$ cat src/design/isps_pkg.sv
// ----------------------------------------------------------------------------
// isps_pkg: shared types and constants of the power-cycle sequencer
// Phase codes, sync frame pattern, register indexes and inter-module structs.
// ----------------------------------------------------------------------------
package isps_pkg;

  localparam int unsigned FRAME_BITS = 10;
  localparam int unsigned BIT_IDX_W  = 4;
  localparam int unsigned TICK_W     = 20;
  localparam int unsigned HALF_W     = 16;
  localparam int unsigned CFG_DATA_W = 20;
  localparam int unsigned CFG_IDX_W  = 2;

  // start 0, seven 1s, a 0, stop 1, sent LSB first
  localparam logic [15:0] FRAME_PATTERN = 16'h02FE;

  localparam logic [CFG_IDX_W-1:0] REG_HALF_BIT  = 2'd0;
  localparam logic [CFG_IDX_W-1:0] REG_POWER_OFF = 2'd1;
  localparam logic [CFG_IDX_W-1:0] REG_BLINK     = 2'd2;

  typedef enum logic [2:0] {
    PH_IDLE     = 3'd0,
    PH_WAIT     = 3'd1,
    PH_SAMPLE   = 3'd2,
    PH_POWEROFF = 3'd3,
    PH_TRANSFER = 3'd4
  } phase_t;

  typedef struct packed {
    logic [HALF_W-1:0] half_bit_ticks;
    logic [TICK_W-1:0] power_off_ticks;
    logic [TICK_W-1:0] blink_ticks;
  } cfg_t;

  typedef struct packed {
    logic       vcc_disable;
    logic       txd_disable;
    logic       led_on;
    logic [2:0] phase_now;
  } result_t;

endpackage

$ cat src/design/isps_seq.sv
// ----------------------------------------------------------------------------
// isps_seq: sequencer state and per-tick update
// Holds phase, counters and blink prescaler; advances them on each item and
// presents the result computed from the updated state.
// ----------------------------------------------------------------------------
module isps_seq
  import isps_pkg::*;
(
  input  logic    clk,
  input  logic    rst,
  input  logic    advance,
  input  logic    rts_level,
  input  logic    txd_level,
  input  cfg_t    cfg,
  output result_t result_next
);

  phase_t               phase;
  phase_t               phase_next;
  logic [TICK_W-1:0]    tick_count;
  logic [TICK_W-1:0]    tick_count_next;
  logic [BIT_IDX_W-1:0] bit_index;
  logic [BIT_IDX_W-1:0] bit_index_next;
  logic                 frame_ok;
  logic                 frame_ok_next;
  logic [TICK_W-1:0]    blink_count;
  logic [TICK_W-1:0]    blink_count_next;
  logic                 blink_fast;
  logic                 blink_fast_next;
  logic                 blink_slow;
  logic                 blink_slow_next;

  logic [HALF_W-1:0]    half;
  logic [HALF_W:0]      full_bit;
  logic [TICK_W-1:0]    power_limit;
  logic [TICK_W-1:0]    blink_limit;
  logic [TICK_W-1:0]    tick_inc;
  logic [TICK_W-1:0]    blink_inc;
  logic [BIT_IDX_W-1:0] bit_inc;
  logic                 expect_bit;

  // zero in a register acts as one
  assign half        = (cfg.half_bit_ticks == '0) ? HALF_W'(1) : cfg.half_bit_ticks;
  assign power_limit = (cfg.power_off_ticks == '0) ? TICK_W'(1) : cfg.power_off_ticks;
  assign blink_limit = (cfg.blink_ticks == '0) ? TICK_W'(1) : cfg.blink_ticks;
  assign full_bit    = {half, 1'b0};
  assign tick_inc    = tick_count + TICK_W'(1);
  assign blink_inc   = blink_count + TICK_W'(1);
  assign bit_inc     = bit_index + BIT_IDX_W'(1);
  assign expect_bit  = FRAME_PATTERN[bit_index];

  always_ff @(posedge clk) begin
    if (rst) begin
      phase       <= PH_IDLE;
      tick_count  <= '0;
      bit_index   <= '0;
      frame_ok    <= 1'b0;
      blink_count <= '0;
      blink_fast  <= 1'b0;
      blink_slow  <= 1'b0;
    end else if (advance) begin
      phase       <= phase_next;
      tick_count  <= tick_count_next;
      bit_index   <= bit_index_next;
      frame_ok    <= frame_ok_next;
      blink_count <= blink_count_next;
      blink_fast  <= blink_fast_next;
      blink_slow  <= blink_slow_next;
    end
  end

  always_comb begin
    phase_next       = phase;
    tick_count_next  = tick_count;
    bit_index_next   = bit_index;
    frame_ok_next    = frame_ok;
    blink_count_next = blink_inc;
    blink_fast_next  = blink_fast;
    blink_slow_next  = blink_slow;

    // blink prescaler runs in every phase
    if (blink_inc >= blink_limit) begin
      blink_count_next = '0;
      blink_fast_next  = ~blink_fast;
      if (!blink_fast) begin
        blink_slow_next = ~blink_slow;
      end
    end

    case (phase)
      PH_WAIT: begin
        if (rts_level) begin
          phase_next = PH_IDLE;
        end else if (!txd_level) begin
          phase_next      = PH_SAMPLE;
          tick_count_next = '0;
          bit_index_next  = '0;
          frame_ok_next   = 1'b1;
        end
      end
      PH_SAMPLE: begin
        tick_count_next = tick_inc;
        if (tick_inc == TICK_W'(half) && txd_level != expect_bit) begin
          frame_ok_next = 1'b0;
        end
        if (tick_inc >= TICK_W'(full_bit)) begin
          tick_count_next = '0;
          bit_index_next  = bit_inc;
          if (bit_inc >= BIT_IDX_W'(FRAME_BITS)) begin
            bit_index_next = '0;
            if (frame_ok_next) begin
              phase_next = PH_POWEROFF;
            end else begin
              phase_next = PH_TRANSFER;
            end
          end
        end
      end
      PH_POWEROFF: begin
        tick_count_next = tick_inc;
        if (tick_inc >= power_limit) begin
          tick_count_next = '0;
          phase_next      = PH_TRANSFER;
        end
      end
      PH_TRANSFER: begin
        if (rts_level) begin
          phase_next = PH_IDLE;
        end
      end
      default: begin
        // idle, and any stray code behaves as idle
        if (rts_level) begin
          phase_next = PH_IDLE;
        end else begin
          phase_next = PH_WAIT;
        end
      end
    endcase
  end

  always_comb begin
    result_next.vcc_disable = 1'b0;
    result_next.txd_disable = 1'b1;
    result_next.led_on      = 1'b1;
    result_next.phase_now   = phase_next;
    case (phase_next)
      PH_SAMPLE: begin
        result_next.led_on = (tick_count_next < TICK_W'(half));
      end
      PH_POWEROFF: begin
        result_next.vcc_disable = 1'b1;
        result_next.led_on      = blink_fast_next;
      end
      PH_TRANSFER: begin
        result_next.txd_disable = 1'b0;
        result_next.led_on      = blink_slow_next;
      end
      default: begin
        result_next.led_on = 1'b1;
      end
    endcase
  end

endmodule

$ cat src/design/isp_sync_power_cycle_sequencer.sv
// ----------------------------------------------------------------------------
// isp_sync_power_cycle_sequencer: power-cycle sequencer for serial ISP
// Watches RTS and TxD samples, detects the 0x7F sync frame, power-cycles
// the target if the frame matches and then passes host TxD through.
//
// Usage:
//   Input channel (in_valid/in_stall): one item per tick carries rts_level
//   and txd_level. Output channel (out_valid/out_stall): one result item per
//   input item, in order, with vcc_disable, txd_disable, led_on, phase_now.
//   The result of an item accepted at a clock edge is registered and shown
//   from the next cycle. Throughput is one item per cycle; the output
//   register lets a new item in while the current result is being taken, so
//   in_stall is high only while a result waits and the receiver stalls.
//   Configuration: cfg_wr_en/cfg_index/cfg_data write half_bit_ticks,
//   power_off_ticks and blink_ticks; write only while no item is in flight.
//   Reset (rst, synchronous) returns to idle with registers at 208, 500000
//   and 100000 ticks, and no result pending; the result payload is not reset.
// ----------------------------------------------------------------------------
module isp_sync_power_cycle_sequencer
  import isps_pkg::*;
(
  input  logic                  clk,
  input  logic                  rst,
  input  logic                  in_valid,
  output logic                  in_stall,
  input  logic                  rts_level,
  input  logic                  txd_level,
  output logic                  out_valid,
  input  logic                  out_stall,
  output logic                  vcc_disable,
  output logic                  txd_disable,
  output logic                  led_on,
  output logic [2:0]            phase_now,
  input  logic                  cfg_wr_en,
  input  logic [CFG_IDX_W-1:0]  cfg_index,
  input  logic [CFG_DATA_W-1:0] cfg_data
);

  cfg_t    cfg;
  result_t result_next;
  result_t result;
  logic    accept;

  assign in_stall = out_valid & out_stall;
  assign accept   = in_valid & ~in_stall;

  always_ff @(posedge clk) begin
    if (rst) begin
      cfg.half_bit_ticks  <= HALF_W'(208);
      cfg.power_off_ticks <= TICK_W'(500000);
      cfg.blink_ticks     <= TICK_W'(100000);
    end else if (cfg_wr_en) begin
      case (cfg_index)
        REG_HALF_BIT:  cfg.half_bit_ticks  <= cfg_data[HALF_W-1:0];
        REG_POWER_OFF: cfg.power_off_ticks <= cfg_data[TICK_W-1:0];
        REG_BLINK:     cfg.blink_ticks     <= cfg_data[TICK_W-1:0];
        default: begin
          // drop writes beyond the register list
        end
      endcase
    end
  end

  isps_seq u_seq (
    .clk         (clk),
    .rst         (rst),
    .advance     (accept),
    .rts_level   (rts_level),
    .txd_level   (txd_level),
    .cfg         (cfg),
    .result_next (result_next)
  );

  always_ff @(posedge clk) begin
    if (rst) begin
      out_valid <= 1'b0;
    end else if (accept) begin
      out_valid <= 1'b1;
    end else if (!out_stall) begin
      out_valid <= 1'b0;
    end
  end

  // payload loads only with a new item, so a stalled result holds
  always_ff @(posedge clk) begin
    if (accept) begin
      result <= result_next;
    end
  end

  assign vcc_disable = result.vcc_disable;
  assign txd_disable = result.txd_disable;
  assign led_on      = result.led_on;
  assign phase_now   = result.phase_now;

endmodule

$ cat config.mk
export PLATFORM = sky130hd
export DESIGN_NAME = isp_sync_power_cycle_sequencer
export DESIGN_NICKNAME = d
export VERILOG_FILES = /design/src/design/isps_pkg.sv /design/src/design/isps_seq.sv /design/src/design/isp_sync_power_cycle_sequencer.sv
export SDC_FILE = /design/constraint.sdc
export NUM_CORES = 1
export LEC_CHECK = 0
export BUFFER_PORTS_ARGS = -buffer_cell sky130_fd_sc_hd__buf_2
export CORE_UTILIZATION = 25
export CTS_BUF_LIST = sky130_fd_sc_hd__clkbuf_4 sky130_fd_sc_hd__clkbuf_8
export CTS_CLUSTER_DIAMETER = 50
export DETAILED_ROUTE_END_ITERATION = 10
export PLACE_DENSITY_LB_ADDON = 0.15
export RECOVER_POWER = 50
export SLEW_MARGIN = 20
export SYNTH_ARGS = -nofsm -noshare
export SYNTH_HDL_FRONTEND = slang
export SYNTH_SLANG_ARGS = --single-unit
$ cat constraint.sdc
create_clock -name clk -period 6.1 [get_ports clk]
set_clock_uncertainty 0.15 [all_clocks]
set_input_delay 0.915 -clock clk [delete_from_list [all_inputs] [get_ports clk]]
set_output_delay 0.915 -clock clk [all_outputs]
set_load 0.05 [all_outputs]
## After elaboration in Yosys (flattened, before gate mapping)

Memories as Yosys holds them, arrays and structs flattened. A register that Yosys moved wholly into a read port is not among the register bits.
Cells that the tools add are included.

| word-level totals | value |
|---|---|
| register bits | 113 |
| ROM bits | 16 |
| input port bits | 29 |
| output and inout port bits | 8 |
| logic and storage cells | 95 |
| memories kept | 1 |

| operators by class | value |
|---|---|
| add/subtract/negate cells | 3 |
| magnitude comparators | 6 |
| eq/ne operators | 15 |
| muxes and demuxes | 39 |
| bitwise gates (word level) | 5 |
| reductions and logical operators | 11 |

Memory list:

| name | depth | width | read ports | clocked after memory_dff | wr ports | RTL line | source |
|---|---|---|---|---|---|---|---|
| (no name shown) | 16 | 1 | 1 | 1 | 0 | isps_seq.sv:50 | `assign expect_bit = FRAME_PATTERN[bit_index];` |

Operators by type and width:

| kind | count |
|---|---|
| $mux 20 | 7 |
| $pmux 20 s3 | 1 |
| $add 20x1->20 const B | 2 |
| $ge 20x20->1 | 2 |
| $logic_not 20->1 | 2 |
| $mux 4 | 6 |
| $mux 3 | 7 |
| $eq 20x16->1 | 1 |
| $ge 20x17->1 | 1 |
| $lt 20x16->1 | 1 |
| $logic_not 16->1 | 1 |
| $mux 16 | 1 |
| $mux 1 | 13 |
| $eq 3x2->1 const B | 4 |
| $pmux 3 s4 | 1 |
| $pmux 4 s2 | 1 |
| $eq 3x3->1 const B | 2 |
| $reduce_and 2->1 | 3 |
| $lt 4x5->1 const B | 1 |
| $reduce_and 5->1 | 1 |
| $add 4x1->4 const B | 1 |
| $ge 4x4->1 const B | 1 |
| $ne 2x1->1 const B | 2 |
| $ne 2x2->1 const B | 2 |
| 12 further kinds | 15 |

## Depth between registers and ports, before layout

| logic depth | value |
|---|---|
| depth in word-level cells | 12 |
| gate-level depth with buffers | 28 |

## Hierarchy

A second synthesis with hierarchy kept.

| second synthesis, totals | value |
|---|---|
| cell total of the unflattened synthesis | 1042 |
| area total of the unflattened synthesis | 8440.6 um^2 |

Modules (own cells, without submodules):

| module | times used | cells an instance | area an instance (um^2) | seq. area each (um^2) |
|---|---|---|---|---|
| isps_seq | 1 | 810 | 5924.4 | 1021.0 |
| isp_sync_power_cycle_sequencer | 1 | 232 | 2516.2 | 1321.3 |

## Least setup slack after synthesis

No wires, ideal clock.

| timing | value |
|---|---|
| path kind | reg2reg |
| from | register u_seq.tick_count[1] |
| to | register result, in the netlist led_on (data pin) |
| arrival time | 5.229 ns |
| required time | 5.691 ns |
| path slack | 0.462 ns |
| stages on the path, launching flop included | 25 |
| buffers on the path | 3 |
| period minus slack after synthesis | 5.638 ns |
| cells stage by stage | dfxtp_1 > ha_1 > and3_4 > buf_6 > and4_2 > and3_1 > xor2_1 > ha_1 > and4_1 > a2111oi_0 > o2bb2ai_1 > a31oi_1 > nor3_2 > o21ai_1 > buf_2 > buf_4 > o31ai_1 > ha_1 > nand2b_1 > a21oi_1 > or4_1 > o21a_1 > o221ai_1 > nor3_1 > a211o_1 |

RTL lines:

| what | RTL line | source |
|---|---|---|
| from (decl) | isps_seq.sv:20 | `logic [TICK_W-1:0] tick_count;` |
| from (signal assigned) | isps_seq.sv:63 | `tick_count <= tick_count_next;` |
| to (signal assigned) | isp_sync_power_cycle_sequencer.sv:87 | `result <= result_next;` |
| to (decl) | isp_sync_power_cycle_sequencer.sv:41 | `result_t result;` |

==> flow_summary_export.csv <==
group,metric,value,unit
outcome,status,"finished with violations",
outcome,violations,"max-capacitance violations, max-slew violations",
worst_hold_path,min_path_type,"reg -> reg",
global_route,grt-ovfl-total,0,
worst_setup_path,required,6.16,ns
worst_setup_path,cp-end-kind,"flop",
finish,nNetsFinal,1155,
cts,insertion_delay,0.46,ns
synthesis,synth_top_cell_area_share,26.92,%
cts,max-clock-path-buffers,2,
synthesis,yosysSeqAreaShare,29.16,%
power,finalPower,1.892,mW
global_route,grt_pass1_vias,6922,
worst_setup_path,rr_startpoint,"u_seq.tick_count[6]$_SDFFE_PP0P_",
synthesis,synth_area,0.008033,mm2
worst_setup_path,r2r_end,"led_on$_DFFE_PP_",
synthesis,ys_warn_count,0,
cts,cts_setup_buffers,0,
timing,relSlewSlack,-110.7,%
timing,final_max_slew_viol_count,111,
detailed_routing,drt_wl_total,26.19,mm
detailed_routing,drt_iter0_markers,460,
worst_setup_path,critPathLaunch,"u_seq.tick_count[6]$_SDFFE_PP0P_",
global_route,grt.busiest_layer,"met2",
power,p_per_area,205.2,mW/mm2
cts,cts_buffers,17,
synthesis,synth_top_cell_by_area,"dfxtp_1",
floorplan,start_util,25.46,%
global_route,grt_use_met2,26.86,%
cts,path_clk_slew,0.09,ns
detailed_routing,via_count,7238,
flow_run,cap_violations,2,
floorplan,die_h,181.3,um
cts,ctsResizeCount,2,
floorplan,ioPinCount,37,
power,peakVddDrop,0.0001003,V
worst_setup_path,path_class,"reg -> reg",
cts,cts-htree-levels,4,
synthesis,async_flop_share,0,%
global_route,grt_pass1_wl,40.72,mm
synthesis,syn_area_per_cell,7.961,um2
global_route,grt_use_total,16.22,%
worst_setup_path,crit_end,"led_on$_DFFE_PP_",
timing,setup-violations-final,0,
detailed_routing,ant_nets,0,
synthesis,synthFlopType,"dfxtp_1",
timing,grt_setup_unrepaired,"no",
detailed_routing,wire_per_inst,17.88,um
placement,placedCellCount,1434,
cts,holdBufCountCts,0,
synthesis,synthTopCellsByArea,"dfxtp_1 (27%), ha_1 (12%), nand2_1 (6.7%)",
finish,multi_input_area,0.005161,mm2
placement,pre_cts_slack,-0.1807,ns
finish,area_growth,14.78,%
global_route,antenna_found_initial,0,
worst_setup_path,critPathMaxFanout,11,
synthesis,synth_cell_types,92,
worst_hold_path,hp-start,"cfg[20]$_SDFFE_PP0P_",
timing,fin_ws,0.2413,ns
worst_setup_path,r2r_cells,21,
timing,hold_viol,0,
finish,diodes,0,
timing,fin_crit_sh,96.04,%
finish,final_cells,1465,
worst_setup_path,cp-start-kind,"flop",
finish,layout_commonest_cell,"nand2_1",
detailed_routing,drt_first_pass_iters,8,
global_route,grt_max_degree,67,
floorplan,core,0.03156,mm2
finish,final_cell_mix,"nand2_1 (143), dfxtp_1 (105), a21oi_1 (94), nor2_1 (83), ha_1 (74)",
detailed_routing,viasPerCell,4.941,
placement,hpwlAfterDp,19.61,mm
timing,fmax,0.1707,GHz
synthesis,ys_seq_elements,114,
global_route,gr-usage-met3,2.540,%
timing,worst_slew_pin_slew,3.161,ns
timing,period_needed,5.859,ns
cts,cts_tree,"done",
floorplan,rows,65,
worst_setup_path,crit_arrival,5.91,ns
floorplan,dieArea,0.03285,mm2
synthesis,synth_edf_count,6,
global_route,use_met1,21.17,%
cts,clock-sinks,114,
finish,drive_gt1_share,14.58,%
finish,register_area,0.002346,mm2
detailed_routing,drcViolationCount,0,
synthesis,synth_cells,1009,
floorplan,die_x,181.3,um
placement,gp_congestion,0.8790,
placement,io_buffer_count,36,
cts,cts.root.buffer_cell,"clkbuf_8",
worst_setup_path,rrSetupSlack,0.24,ns
synthesis,synth_nets,1113,
power,leakage,3.864,nW
finish,fillers,3426,
[per-stage QoR]
step                      hold WS, ns  util (%)  cell area, um2  TNS [ns]
after floorplan                0.2861         -            8033         0
final                          0.3077     29.22            9220         0
after CTS                      0.3089     29.12            9189         0
after detailed placement       0.2980     27.62            8716   -0.1807
after global placement         0.2966     27.62            8716   -0.1067
after global routing           0.3349     29.22            9220         0
[power by group]
part	internal (mW)	switching, mW
combinational	0.0785	0.150
clock	0.491	0.378
sequential	0.772	0.0224
[logic make-up (layout without fill, tap and decap cells)]
group	Yosys count	count (layout)	synth area share, %
AND/OR/NAND/NOR	385	385	24.11
AO/OA/AOI/OAI	253	253	21.04
buffers and inverters	126	180	7.430
flip-flops	114	114	29.16
adder cells (fa/ha/maj)	75	75	11.68
XOR/XNOR	53	53	6.184
multiplexers	3	3	0.3894
[flip-flops by register name (all words and copies together), names as in the netlist]
register           cells
cfg                   56
u_seq.blink_count     20
u_seq.tick_count      20
u_seq.bit_index        4
phase_now              3
u_seq.phase            3
led_on                 1
out_valid              1
txd_disable            1
u_seq.blink_fast       1
u_seq.blink_slow       1
u_seq.expect_bit       1
u_seq.frame_ok         1
vcc_disable            1
[worst max-delay path: stages (launching register included)]
cell       delay, ns
dfxtp_1         0.53
and3_4          0.35
and4_2          0.29
and3_1          0.24
xor2_1          0.26
ha_1            0.30
and4_1          0.22
a2111oi_2       0.38
o2bb2ai_1       0.16
a31oi_1         0.08
nor3_2          0.25
o21ai_4         0.17
buf_4           0.21
o31ai_1         0.23
ha_1            0.22
nand2b_1        0.12
a21oi_1         0.08
or4_1           0.54
o21a_1          0.19
o221ai_1        0.20
nor3_2          0.10
a211o_1         0.33
[synth_stat cells, types with 7 or more instances]
master	number
a21oi_1	95
nor4_1	14
dfxtp_1	108
nand2_1	143
buf_2	8
nor2b_1	7
xnor2_1	31
nand4_1	17
and4_1	7
nand2b_1	8
a21o_1	11
nor2_1	83
nor3_1	12
a2111oi_0	7
a211o_1	12
and3_1	17
ha_1	75
xor2_1	19
nand3_1	23
a22oi_1	14
clkbuf_1	29
inv_1	70
o31ai_1	9
o21ai_0	44
nand3b_1	18
[worst min-delay path by stage]
stage,to,depth (start not counted)
6_report,cfg[20]$_SDFFE_PP0P_,2
3_5_place_dp,cfg[20]$_SDFFE_PP0P_,2
2_1_floorplan,cfg[40]$_SDFFE_PP0P_,2
4_1_cts,cfg[20]$_SDFFE_PP0P_,2
5_1_grt,cfg[27]$_SDFFE_PP0P_,2
3_3_place_gp,cfg[20]$_SDFFE_PP0P_,2
[routing by layer]
layer  wire (um)  share of wire (%)
met3         804                3.1
met4         711                2.7
met5           0                  0
met2       12330                 47
met1       12350                 47
[layout make-up]
class | count | area share (%)
sequential | 114 | 25.44
timing repair buffer | 79 | 5.279
tap | 402 | 5.455
multi-input combinational | 769 | 55.98
clock buffer | 17 | 2.538
inverter | 70 | 2.850
clock inverter | 14 | 2.456
(Power assumes the default switching activity.)
